`config.mk`:
```
export PLATFORM = sky130hd
export DESIGN_NAME = bus_frame_parameter_parser
export DESIGN_NICKNAME = d
export VERILOG_FILES = /design/src/hw/rtl/bfpp_pkg.sv /design/src/hw/rtl/bus_frame_parameter_parser.sv /design/src/hw/rtl/bfpp_parser.sv
export SDC_FILE = /design/constraint.sdc
export NUM_CORES = 1
export LEC_CHECK = 0
export BUFFER_PORTS_ARGS = -buffer_cell sky130_fd_sc_hd__clkbuf_2
export CAP_MARGIN = 20
export CORE_ASPECT_RATIO = 1.75
export CORE_MARGIN = 1.5
export CORE_UTILIZATION = 55
export DETAILED_ROUTE_END_ITERATION = 10
export HOLD_SLACK_MARGIN = 0.03
export MAX_ROUTING_LAYER = met4
export PLACE_DENSITY_LB_ADDON = 0.25
export SYNTH_ARGS = -nofsm -noshare
export SYNTH_HDL_FRONTEND = slang
export SYNTH_SLANG_ARGS = --single-unit
export TNS_END_PERCENT = 20
```
`constraint.sdc`:
```
create_clock -name i_clk -period 3.8 [get_ports i_clk]
set_clock_uncertainty 0.05 [all_clocks]
set_input_delay 1.14 -clock i_clk [delete_from_list [all_inputs] [get_ports i_clk]]
set_output_delay 1.14 -clock i_clk [all_outputs]
set_load 0.01 [all_outputs]
```
`src/hw/rtl/bfpp_pkg.sv`:
```
package bfpp_pkg;

    // parse phase, which is also the reported byte role
    typedef enum logic [3:0] {
        PH_LEN_HI   = 4'd0,
        PH_LEN_LO   = 4'd1,
        PH_TGT_LEN  = 4'd2,
        PH_TGT_ADDR = 4'd3,
        PH_SRC_LEN  = 4'd4,
        PH_SRC_ADDR = 4'd5,
        PH_COUNT    = 4'd6,
        PH_NAME     = 4'd7,
        PH_TYPE     = 4'd8,
        PH_STRLEN   = 4'd9,
        PH_VALUE    = 4'd10,
        PH_DONE     = 4'd11
    } t_phase;

    // configuration register indexes
    localparam logic [1:0] CFG_MY_ADDRESS    = 2'd0;
    localparam logic [1:0] CFG_BCAST_ADDRESS = 2'd1;
    localparam logic [1:0] CFG_WANTED_NAME   = 2'd2;

    localparam logic [15:0] MY_ADDRESS_RESET    = 16'h0000;
    localparam logic [15:0] BCAST_ADDRESS_RESET = 16'hFFFF;
    localparam logic [7:0]  WANTED_NAME_RESET   = 8'd99;

    // parameter type codes
    localparam logic [7:0] TYPE_CHAR    = 8'h63; // 'c'
    localparam logic [7:0] TYPE_BYTE_U  = 8'h42; // 'B'
    localparam logic [7:0] TYPE_BYTE_S  = 8'h62; // 'b'
    localparam logic [7:0] TYPE_INT_S   = 8'h69; // 'i'
    localparam logic [7:0] TYPE_INT_U   = 8'h49; // 'I'
    localparam logic [7:0] TYPE_LONG_S  = 8'h6C; // 'l'
    localparam logic [7:0] TYPE_LONG_U  = 8'h4C; // 'L'
    localparam logic [7:0] TYPE_STR     = 8'h73; // 's'
    localparam logic [7:0] TYPE_STR_LNG = 8'h53; // 'S'

    localparam logic [15:0] MIN_FRAME_LENGTH = 16'd3;

    typedef struct packed {
        logic [15:0] my_address;
        logic [15:0] bcast_address;
        logic [7:0]  wanted_name;
    } t_cfg;

    typedef struct packed {
        t_phase      byte_role;
        logic [7:0]  param_index;
        logic [15:0] value_offset;
        logic        is_match;
        logic        found;
        logic        for_me;
        logic        type_error;
        logic        frame_end;
    } t_result;

endpackage

```
`src/hw/rtl/bus_frame_parameter_parser.sv`:
```
// channel | direction | handshake              | payload
// cfg     | in        | i_cfg_we               | i_cfg_index, i_cfg_data
// in      | in        | i_in_valid / o_in_stall | i_data_byte, i_frame_start
// out     | out       | o_out_valid / i_out_stall | o_byte_role .. o_frame_end
//
// one byte per cycle sustained while the output is not stalled; each beat passes
// through the input register and then the result register
// the frame state advances as a beat moves from the input register to the
// result register, through a single pass of compare and counter logic
// synchronous active-low reset clears the frame state and loads the
// register defaults; no clearing pass
// a stall on the output only holds the input side once both registers are full
module bus_frame_parameter_parser (
    input  logic        i_clk,
    input  logic        i_rst_n,
    // configuration writes
    input  logic        i_cfg_we,
    input  logic [1:0]  i_cfg_index,
    input  logic [15:0] i_cfg_data,
    // byte input
    input  logic        i_in_valid,
    output logic        o_in_stall,
    input  logic [7:0]  i_data_byte,
    input  logic        i_frame_start,
    // result output
    output logic        o_out_valid,
    input  logic        i_out_stall,
    output logic [3:0]  o_byte_role,
    output logic [7:0]  o_param_index,
    output logic [15:0] o_value_offset,
    output logic        o_is_match,
    output logic        o_found,
    output logic        o_for_me,
    output logic        o_type_error,
    output logic        o_frame_end
);
    import bfpp_pkg::*;

    // configuration registers
    t_cfg r_cfg;

    // input register
    logic       r_in_valid;
    logic [7:0] r_data_byte;
    logic       r_frame_start;

    // result register
    logic    r_out_valid;
    t_result r_result;

    t_result parse_result;
    logic    out_load;   // result register can take a new beat
    logic    advance;    // beat moves from input to result register
    logic    in_take;    // input beat accepted

    assign out_load   = !r_out_valid || !i_out_stall;
    assign advance    = r_in_valid && out_load;
    assign o_in_stall = r_in_valid && !out_load;
    assign in_take    = i_in_valid && !o_in_stall;

    always_ff @(posedge i_clk) begin
        if (!i_rst_n) begin
            r_cfg.my_address    <= MY_ADDRESS_RESET;
            r_cfg.bcast_address <= BCAST_ADDRESS_RESET;
            r_cfg.wanted_name   <= WANTED_NAME_RESET;
        end else if (i_cfg_we) begin
            unique case (i_cfg_index)
                CFG_MY_ADDRESS:    r_cfg.my_address    <= i_cfg_data;
                CFG_BCAST_ADDRESS: r_cfg.bcast_address <= i_cfg_data;
                CFG_WANTED_NAME:   r_cfg.wanted_name   <= i_cfg_data[7:0];
                default: begin
                    // index beyond the register list: write ignored
                end
            endcase
        end
    end

    // input register, refilled whenever it empties or moves on
    always_ff @(posedge i_clk) begin
        if (!i_rst_n) begin
            r_in_valid <= 1'b0;
        end else if (in_take) begin
            r_in_valid <= 1'b1;
        end else if (advance) begin
            r_in_valid <= 1'b0;
        end
    end

    always_ff @(posedge i_clk) begin
        if (in_take) begin
            r_data_byte   <= i_data_byte;
            r_frame_start <= i_frame_start;
        end
    end

    bfpp_parser u_parser (
        .i_clk         (i_clk),
        .i_rst_n       (i_rst_n),
        .i_en          (advance),
        .i_data_byte   (r_data_byte),
        .i_frame_start (r_frame_start),
        .i_cfg         (r_cfg),
        .o_result      (parse_result)
    );

    // result register
    always_ff @(posedge i_clk) begin
        if (!i_rst_n) begin
            r_out_valid <= 1'b0;
        end else if (out_load) begin
            r_out_valid <= r_in_valid;
        end
    end

    always_ff @(posedge i_clk) begin
        if (advance) begin
            r_result <= parse_result;
        end
    end

    assign o_out_valid    = r_out_valid;
    assign o_byte_role    = r_result.byte_role;
    assign o_param_index  = r_result.param_index;
    assign o_value_offset = r_result.value_offset;
    assign o_is_match     = r_result.is_match;
    assign o_found        = r_result.found;
    assign o_for_me       = r_result.for_me;
    assign o_type_error   = r_result.type_error;
    assign o_frame_end    = r_result.frame_end;

endmodule

```
`src/hw/rtl/bfpp_parser.sv`:
```
module bfpp_parser (
    input  logic              i_clk,
    input  logic              i_rst_n,
    input  logic              i_en,
    input  logic [7:0]        i_data_byte,
    input  logic              i_frame_start,
    input  bfpp_pkg::t_cfg    i_cfg,
    output bfpp_pkg::t_result o_result
);
    import bfpp_pkg::*;

    logic [15:0] r_pos, n_pos;
    logic [15:0] r_decl, n_decl;
    t_phase      r_phase, n_phase;
    logic [7:0]  r_tlen, n_tlen;
    logic [15:0] r_rem, n_rem;
    logic [7:0]  r_total, n_total;
    logic [7:0]  r_done, n_done;
    logic [7:0]  r_type, n_type;
    logic [7:0]  r_slh, n_slh;
    logic [15:0] r_vc, n_vc;
    logic [15:0] r_cap, n_cap;
    logic        r_found, n_found;
    logic        r_error, n_error;
    logic        r_matching, n_matching;
    logic        r_ended, n_ended;

    logic [15:0] c_pos, c_decl, c_rem, c_vc, c_cap, rem_dec, str_len;
    t_phase      c_phase;
    logic [7:0]  c_tlen, c_total, c_done, c_type, c_slh, done_inc;
    logic        c_found, c_error, c_matching, c_ended;
    t_result     res;

    always_comb begin
        // a frame start clears the frame state before the byte is taken
        c_pos      = i_frame_start ? '0 : r_pos;
        c_decl     = i_frame_start ? '0 : r_decl;
        c_phase    = i_frame_start ? PH_LEN_HI : r_phase;
        c_tlen     = i_frame_start ? '0 : r_tlen;
        c_rem      = i_frame_start ? '0 : r_rem;
        c_total    = i_frame_start ? '0 : r_total;
        c_done     = i_frame_start ? '0 : r_done;
        c_type     = i_frame_start ? '0 : r_type;
        c_slh      = i_frame_start ? '0 : r_slh;
        c_vc       = i_frame_start ? '0 : r_vc;
        c_cap      = i_frame_start ? '0 : r_cap;
        c_found    = i_frame_start ? 1'b0 : r_found;
        c_error    = i_frame_start ? 1'b0 : r_error;
        c_matching = i_frame_start ? 1'b0 : r_matching;
        c_ended    = i_frame_start ? 1'b0 : r_ended;

        rem_dec  = (c_rem != '0) ? c_rem - 16'd1 : c_rem;
        done_inc = c_done + 8'd1;
        str_len  = (c_type == TYPE_STR_LNG) ? {c_slh, i_data_byte} : {8'd0, i_data_byte};

        n_pos      = (c_pos == 16'hFFFF) ? c_pos : c_pos + 16'd1;
        n_decl     = c_decl;
        n_phase    = c_phase;
        n_tlen     = c_tlen;
        n_rem      = c_rem;
        n_total    = c_total;
        n_done     = c_done;
        n_type     = c_type;
        n_slh      = c_slh;
        n_vc       = c_vc;
        n_cap      = c_cap;
        n_found    = c_found;
        n_error    = c_error;
        n_matching = c_matching;
        n_ended    = c_ended;

        res = '0;
        res.byte_role = PH_DONE;

        // target address is captured by position
        if (c_pos == 16'd3) n_cap[15:8] = i_data_byte;
        if (c_pos == 16'd4) n_cap[7:0]  = i_data_byte;

        if (!c_ended) begin
            res.byte_role = c_phase;
            unique case (c_phase)
                PH_LEN_HI: begin
                    n_decl  = {i_data_byte, 8'd0};
                    n_phase = PH_LEN_LO;
                end
                PH_LEN_LO: begin
                    n_decl  = {c_decl[15:8], i_data_byte};
                    if (n_decl < MIN_FRAME_LENGTH) n_decl = MIN_FRAME_LENGTH;
                    n_phase = PH_TGT_LEN;
                end
                PH_TGT_LEN: begin
                    n_tlen  = i_data_byte;
                    n_rem   = {8'd0, i_data_byte};
                    n_phase = (i_data_byte != '0) ? PH_TGT_ADDR : PH_SRC_LEN;
                end
                PH_TGT_ADDR: begin
                    n_rem = rem_dec;
                    if (rem_dec == '0) n_phase = PH_SRC_LEN;
                end
                PH_SRC_LEN: begin
                    n_rem   = {8'd0, i_data_byte};
                    n_phase = (i_data_byte != '0) ? PH_SRC_ADDR : PH_COUNT;
                end
                PH_SRC_ADDR: begin
                    n_rem = rem_dec;
                    if (rem_dec == '0) n_phase = PH_COUNT;
                end
                PH_COUNT: begin
                    n_total = i_data_byte;
                    n_done  = '0;
                    n_phase = (i_data_byte != '0) ? PH_NAME : PH_DONE;
                end
                PH_NAME: begin
                    res.param_index = c_done;
                    n_matching = 1'b0;
                    if (!c_found && i_data_byte == i_cfg.wanted_name) begin
                        n_found    = 1'b1;
                        n_matching = 1'b1;
                    end
                    res.is_match = n_matching;
                    n_phase = PH_TYPE;
                end
                PH_TYPE: begin
                    res.param_index = c_done;
                    res.is_match    = c_matching;
                    n_type = i_data_byte;
                    n_vc   = '0;
                    if (i_data_byte == TYPE_CHAR || i_data_byte == TYPE_BYTE_U ||
                        i_data_byte == TYPE_BYTE_S) begin
                        n_rem   = 16'd1;
                        n_phase = PH_VALUE;
                    end else if (i_data_byte == TYPE_INT_S || i_data_byte == TYPE_INT_U) begin
                        n_rem   = 16'd2;
                        n_phase = PH_VALUE;
                    end else if (i_data_byte == TYPE_LONG_S ||
                                 i_data_byte == TYPE_LONG_U) begin
                        n_rem   = 16'd4;
                        n_phase = PH_VALUE;
                    end else if (i_data_byte == TYPE_STR || i_data_byte == TYPE_STR_LNG) begin
                        n_phase = PH_STRLEN;
                    end else begin
                        n_error    = 1'b1;
                        n_matching = 1'b0;
                        n_phase    = PH_DONE;
                    end
                end
                PH_STRLEN: begin
                    res.param_index  = c_done;
                    res.value_offset = c_vc;
                    res.is_match     = c_matching;
                    if (c_type == TYPE_STR_LNG && c_vc == '0) begin
                        n_slh = i_data_byte;
                        n_vc  = 16'd1;
                    end else begin
                        n_vc = '0;
                        if (str_len == '0) begin
                            n_done     = done_inc;
                            n_matching = 1'b0;
                            n_phase    = (done_inc == c_total) ? PH_DONE : PH_NAME;
                        end else begin
                            n_rem   = str_len;
                            n_phase = PH_VALUE;
                        end
                    end
                end
                PH_VALUE: begin
                    res.param_index  = c_done;
                    res.value_offset = c_vc;
                    res.is_match     = c_matching;
                    n_vc  = c_vc + 16'd1;
                    n_rem = rem_dec;
                    if (rem_dec == '0) begin
                        n_done     = done_inc;
                        n_matching = 1'b0;
                        n_phase    = (done_inc == c_total) ? PH_DONE : PH_NAME;
                    end
                end
                default: begin
                    res.byte_role = PH_DONE;
                end
            endcase
            if (c_pos >= 16'd2 && ({1'b0, c_pos} + 17'd1) == {1'b0, n_decl}) begin
                res.frame_end = 1'b1;
                n_ended       = 1'b1;
            end
        end

        if (c_pos >= 16'd4) begin
            res.for_me = (n_cap == i_cfg.bcast_address) ||
                         (n_tlen == 8'd2 && n_cap == i_cfg.my_address);
        end
        res.found      = n_found;
        res.type_error = n_error;
    end

    assign o_result = res;

    always_ff @(posedge i_clk) begin
        if (!i_rst_n) begin
            r_pos      <= '0;
            r_decl     <= '0;
            r_phase    <= PH_LEN_HI;
            r_tlen     <= '0;
            r_rem      <= '0;
            r_total    <= '0;
            r_done     <= '0;
            r_type     <= '0;
            r_slh      <= '0;
            r_vc       <= '0;
            r_cap      <= '0;
            r_found    <= 1'b0;
            r_error    <= 1'b0;
            r_matching <= 1'b0;
            r_ended    <= 1'b0;
        end else if (i_en) begin
            r_pos      <= n_pos;
            r_decl     <= n_decl;
            r_phase    <= n_phase;
            r_tlen     <= n_tlen;
            r_rem      <= n_rem;
            r_total    <= n_total;
            r_done     <= n_done;
            r_type     <= n_type;
            r_slh      <= n_slh;
            r_vc       <= n_vc;
            r_cap      <= n_cap;
            r_found    <= n_found;
            r_error    <= n_error;
            r_matching <= n_matching;
            r_ended    <= n_ended;
        end
    end

endmodule
```
== Yosys cells after proc, flatten, opt, wreduce, memory -nomap -nowiden ==
Cells that the tools add are included.
Cells by class
  shifts and indexed selects: 0
  reductions and logical operators: 39
  add/subtract/negate cells: 5
  $lt $le $gt $ge: 3
  equality and inequality tests: 31
  bitwise gates (word level): 3
  muxes and demuxes: 87
  $mul: 0
  divide/modulo/power cells: 0
Operator list (number)
  2-to-1 mux 16 bit: 18
  2-to-1 mux 8 bit: 20
  == test 8 x 7 -> 1 bit (second input constant): 10
  case mux 16 bit (4 select lines): 1
  zero test 16 bit: 3
  2-to-1 mux 4 bit: 12
  case mux 16 bit (3 select lines): 1
  case mux 4 bit (11 select lines): 1
  adder 16 x 1 -> 16 bit (second input constant): 2
  == test 16 bit: 2
  case mux 16 bit (2 select lines): 1
  2-to-1 mux 1 bit: 27
  case mux 8 bit (3 select lines): 1
  adder 16 x 1 -> 17 bit (second input constant): 1
  == test 17 x 16 -> 1 bit: 1
  == test 16 bit (second input constant): 1
  == test 16 x 2 -> 1 bit (second input constant): 1
  == test 16 x 3 -> 1 bit (second input constant): 1
  == test 4 x 3 -> 1 bit (second input constant): 4
  == test 8 bit: 2
  >= comparator 16 x 2 -> 1 bit (second input constant): 1
  >= comparator 16 x 3 -> 1 bit (second input constant): 1
  < comparator 16 x 2 -> 1 bit (second input constant): 1
  nonzero test 16 bit: 1
  25 further kinds: 54
Word-level totals
  latch bits: 0
  memories: 0
  bits in writable memories: 0
  register bits: 212
  bits in read-only memories: 0
  logic and storage cells: 198
  bits of input ports: 32

== Logic depth before layout (Yosys ltp) ==
  word-level depth: 9
  mapped depth: 18

== Hierarchy ==
Synthesis repeated with hierarchy kept, for this count alone.
Unflattened totals
  cell total of the unflattened synthesis: 1485
  area, all modules: 12431.9 um^2
By module, submodules not included
  bfpp_parser: area each 9366.5 um^2, cells each 1265, sequential area each 2562.5 um^2, times used 1
  bus_frame_parameter_parser: area each 3065.4 um^2, cells each 220, sequential area each 2102.0 um^2, times used 1

== Worst setup path before layout ==
No wires, ideal clock.
  path kind: register -> register
  from: register r_frame_start
  to: register u_parser.r_ended
  clock period less this slack: 4.011 ns
  required time: 3.663 ns
  data arrival time: 3.874 ns
  setup time: 0.087 ns
  cell stages (with the launch flop): 18
  path slack: -0.211 ns
  path through: edfxtp_1 -> clkbuf_1 -> inv_1 -> clkbuf_1 -> buf_1 -> clkbuf_1 -> buf_1 -> nand2_1 -> inv_1 -> ha_1 -> nand4b_1 -> nor3_1 -> nor4b_1 -> xnor2_1 -> xnor2_1 -> a21boi_0 -> nand4b_1 -> o31ai_1
Between the ends
  cells in the longest elaborated chain, start to end: 9
  elaborated cells on any way between the ends: 16
Ends and longest elaborated chain
  from (decl): RTL line bus_frame_parameter_parser.sv:45  | logic r_frame_start;
  from (signal assigned): RTL line bus_frame_parameter_parser.sv:92  | r_frame_start <= i_frame_start;
  2-to-1 mux 16 bit: RTL line bfpp_parser.sv:37  | c_decl = i_frame_start ? '0 : r_decl;
  < comparator 16 x 2 -> 1 bit: RTL line bfpp_parser.sv:88  | if (n_decl < MIN_FRAME_LENGTH) n_decl = MIN_FRAME_LENGTH;
  2-to-1 mux 16 bit: RTL line bfpp_parser.sv:88
  case mux 16 bit (2 select lines): RTL line bfpp_parser.sv:81  | unique case (c_phase)
  2-to-1 mux 16 bit: RTL line bfpp_parser.sv:79  | if (!c_ended) begin
  == test 17 x 16 -> 1 bit: RTL line bfpp_parser.sv:182  | if (c_pos >= 16'd2 && ({1'b0, c_pos} + 17'd1) == {1'b0, n_decl}) begin
  logical AND 1 bit: RTL line bfpp_parser.sv:182
  2-to-1 mux 1 bit: RTL line bfpp_parser.sv:182
  2-to-1 mux 1 bit (*): RTL line bfpp_parser.sv:79
  to (signal assigned): RTL line bfpp_parser.sv:230  | r_ended <= n_ended;
  to (decl): RTL line bfpp_parser.sv:26  | logic r_ended, n_ended;
Mark *: on every way between the ends. The rest lies on a longest branch, timed or not. The select of a mux whose other input is x is not followed.
A chain may end at the register's enable or synchronous reset.

== Worst setup path in the final report ==
  from: register r_frame_start
  to: register u_parser.r_phase[1]
Between the ends
  cells in the longest elaborated chain, start to end: 8
  elaborated cells on any way between the ends: 33
Ends and longest elaborated chain
  branches (longest 7 deep; another with subtractor 16 x 1 -> 16 bit)
  2-to-1 mux 4 bit (*): RTL line bfpp_parser.sv:79
  to (signal assigned): RTL line bfpp_parser.sv:218  | r_phase <= n_phase;
  to (decl): RTL line bfpp_parser.sv:14  | t_phase r_phase, n_phase;
Mark *: on every way between the ends.

==> impl_metrics.py <==
metrics = {
    "yosys": {
        "async_reset_ff_share_pct": 0,
        "seq_area_frac_synth_pct": 37.84,
        "syn_inst": 1498,
        "synth_seq_cells": 212,
        "yosys.area.top_type": "dfxtp_1",
        "ys_types": 83,
        "syn_nets": 1536,
        "syn_area_sq_um": 12330,
        "synth_ff_type": "dfxtp_1",
        "yosysWarnings": 0,
        "avgSynthCellArea_sq_um": 8.230,
        "synth_edf_count": 42,
        "synthTopCellsByArea": "dfxtp_1 (28%), edfxtp_1 (10%), nand2_1 (5.1%)",
        "yosysTopAreaCellShare_pct": 27.61,
    },
    "cts": {
        "root_buffer": "clkbuf_16",
        "cts_sinks": 212,
        "clk_latency_ps": 520,
        "cts_buffer_depth": 3,
        "numCtsBuffers": 22,
        "htreeDepth": 1,
        "postCtsHoldBufs": 0,
        "clk_pin_slew_ps": 60,
        "cts_tree": "done",
    },
    "sta": {
        "grt_setup_unrepaired": "no",
        "max_freq_ghz": 0.2827,
        "tightestPinTransition_ps": 1121,
        "slew_viol_final": 0,
        "fin_setup_tns_ps": 0,
        "fin_ws_ps": 262.6,
        "period_minus_slack_ps": 3537,
        "hold_viol_final": 0,
        "min_period_over_period_pct": 93.09,
        "finalSetupViolCount": 0,
        "slew-limit-headroom_pct": 24.60,
    },
    "grt": {
        "antenna_found_initial": 0,
        "grt_pass1_wl_mm": 58.57,
        "grt_max_degree": 84,
        "grt_overflow": 0,
        "grt_pass1_vias": 11356,
        "grt_usage_pct": 32.49,
    },
    "die": {
        "die_y_um": 201.1,
        "core_sq_um": 22070,
        "row_count": 72,
        "pin_count": 67,
        "start_util_pct": 55.86,
        "dieArea_sq_um": 23360,
        "dieWidth_um": 116.2,
    },
    "routing": {
        "routed_wl_mm": 37.08,
        "wl_per_cell_um": 20.07,
        "postRouteAntennaNets": 0,
        "vias": 11744,
        "viasPerCell": 6.355,
        "drt_pre_antenna_iters": 6,
        "drt-initial-drc-count": 798,
        "drc_errors": 0,
    },
    "finish": {
        "fin_nets": 1574,
        "nFillCells": 1931,
        "layout.cells.non_filler": 1848,
        "finish.instance_area_sq_um": 13830,
        "diodes": 0,
        "drive_above_1_share_pct": 12.37,
        "syn_to_final_growth_pct": 12.16,
    },
    "worst_setup_path": {
        "arrival_ps": 3890,
        "max_stage_delay_ps": 510,
        "path_class": "flip-flop to flip-flop",
        "worstPathRequired_ps": 4150,
        "crit_buf_inv": 1,
        "worstSetupStartpointType": "flip-flop",
        "r2r_slack_ps": 260,
        "cpLargestDelayFamily": "simple AND/OR/NAND/NOR gates",
        "slowest_stage": "or3b_2",
        "r2r_end": "u_parser.r_phase[1]",
        "path_cells": "nand2b_1, ha_1, or3b_2, nor4_4, o311ai_1, a2111oi_2, nor4b_4, buf_4, and2_4, o41ai_1, o31a_1",
        "endpoint_kind": "flip-flop",
        "r2r_start": "r_frame_start",
        "r2r_cells": 11,
        "worst-path-max-fanout": 8,
    },
    "place": {
        "numPortBuffers": 66,
        "dp_hpwl_mm": 26.65,
        "place_congestion": 0.9906,
        "place_area_sq_um": 13050,
        "pre_cts_ws_ps": 4.625,
        "place_inst": 1807,
    },
    "min_path": {
        "worstHoldPathType": "flip-flop to flip-flop",
        "holdPathStages": 2,
        "holdCritStartpoint": "r_cfg[36]",
        "whs_endpoint": "r_cfg[36]",
    },
    "flow_run": {
        "maxCapViolCount": 0,
    },
    "run_status": {
        "status": "completed",
    },
    "pwr": {
        "p_per_area_nw_per_um2": 384.6,
        "leakagePower_nw": 4.976,
        "peakVddDrop_mv": 0.3763,
        "power_mw": 5.318,
    },
}
## final cells by class
type,count,area (sq um),share of cell area (%)
Multi-Input combinational cell,1144,7136,51.61
Tap cell,296,370.4,2.678
Clock inverter,12,168.9,1.222
Clock buffer,28,594.3,4.298
Inverter,34,127.6,0.9230
Sequential cell,212,4664,33.73
Timing Repair Buffer,122,765.7,5.538
## worst reg2reg max path, cell delays in order, from the launching register on
cell	delay, ps
edfxtp_1	460
nand2b_1	210
ha_1	190
or3b_2	510
nor4_4	440
o311ai_1	230
a2111oi_2	380
nor4b_4	240
buf_4	210
and2_4	190
o41ai_1	80
o31a_1	250
## logic make-up (layout without fill, tap and decap cells)
| kind of cell | after synthesis | in the layout | share of synthesized area (%) |
|---|---|---|---|
| AND/OR/NAND/NOR | 648 | 648 | 27.82 |
| AO/OA/AOI/OAI | 397 | 397 | 22.45 |
| flip-flops | 212 | 212 | 37.84 |
| buffers and inverters | 142 | 196 | 4.415 |
| XOR/XNOR | 69 | 69 | 4.902 |
| multiplexers | 23 | 23 | 1.888 |
| adder cells (fa/ha/maj) | 7 | 7 | 0.6901 |
## per-layer routing
| metal | wire (um) | up-vias | track usage (%) |
|---|---|---|---|
| met4 | 1986 | 0 | 16.55 |
| met3 | 1600 | 133 | 3.231 |
| met1 | 13370 | 5572 | 33.08 |
| met2 | 20130 | 479 | 59.89 |
| li1 | - | 5560 | - |
| met5 | 0 | - | - |
## synth_stat cells, types with 9 or more instances
library cell,n
o22ai_1,15
clkbuf_1,91
nand4_1,23
a211oi_1,12
nand3_1,60
or2_2,10
o21ai_0,61
nor2b_1,96
buf_1,13
nand2b_1,13
inv_1,34
o211ai_1,10
and2_1,34
mux2i_1,21
xnor2_1,40
a21oi_1,54
dfxtp_1,170
xor2_1,29
nor3b_1,10
o2bb2ai_1,10
a311oi_1,9
nor4_1,33
nor3_1,30
a21boi_0,37
a22oi_1,84
and3_1,15
nor2_1,101
edfxtp_1,42
a31oi_1,25
nand2_1,169
## layout by cell type, fill, tap and decap left out, types with 12 or more instances in the layout
cell type and n:
nand2b_1 13, xor2_1 29, nor4_1 33, nor3_1 29, clkbuf_2 65, a21oi_1 54
nor2b_1 96, edfxtp_1 42, inv_1 33, a22oi_1 84, a211oi_1 12, xnor2_1 40
dfxtp_1 170, o22ai_1 15, nand4_1 23, clkbuf_16 23, a31oi_1 25, and2_1 34
nand3_1 59, nor2_1 101, mux2i_1 21, nand2_1 169, buf_4 56, a21boi_0 37
and3_1 15, o21ai_0 61
## where the power goes
| part | internal [mW] | switching (mW) | total, mW |
|---|---|---|---|
| logic | 0.212 | 0.371 | 0.583 |
| clock network | 1.39 | 0.940 | 2.33 |
| registers | 2.35 | 0.0576 | 2.41 |
## state kept, by name (all words and copies together) (netlist names), 16 cells and up
| name | flops |
|---|---|
| o_value_offset | 16 |
| u_parser.r_pos | 16 |
| u_parser.r_vc | 16 |
| r_cfg | 40 |
| u_parser.r_decl | 16 |
| u_parser.r_cap | 16 |
| u_parser.r_rem | 16 |
## how the worst max path moves through the flow
stage | from | end | slack (ps) | depth (start not counted)
3_5_place_dp | r_frame_start | u_parser.r_done[0] | 5 | 9
6_report | r_frame_start | u_parser.r_phase[1] | 260 | 11
2_1_floorplan | r_frame_start | o_for_me | -30 | 17
4_1_cts | r_frame_start | u_parser.r_done[0] | 150 | 9
5_1_grt | r_frame_start | o_frame_end | 20 | 9
3_3_place_gp | r_frame_start | u_parser.r_done[0] | 80 | 9
## stage by stage
stage | utilization [%] | hold WS, ps
floorplan | - | 391.2
global placement | 59.11 | 407.6
detailed placement | 59.11 | 414.8
CTS | 62.60 | 423.8
global route | 62.65 | 448.1
finish | 62.65 | 426.1
## what timing repair did
action                                  4_1_cts  5_1_grt
pin swaps                                     0        1
gates resized for setup                       0        2
endpoints found under the setup margin        1        9
buffers inserted                              1        0
hold endpoints to repair                      0        0
Note: power is estimated with default switching activity, not from simulation.
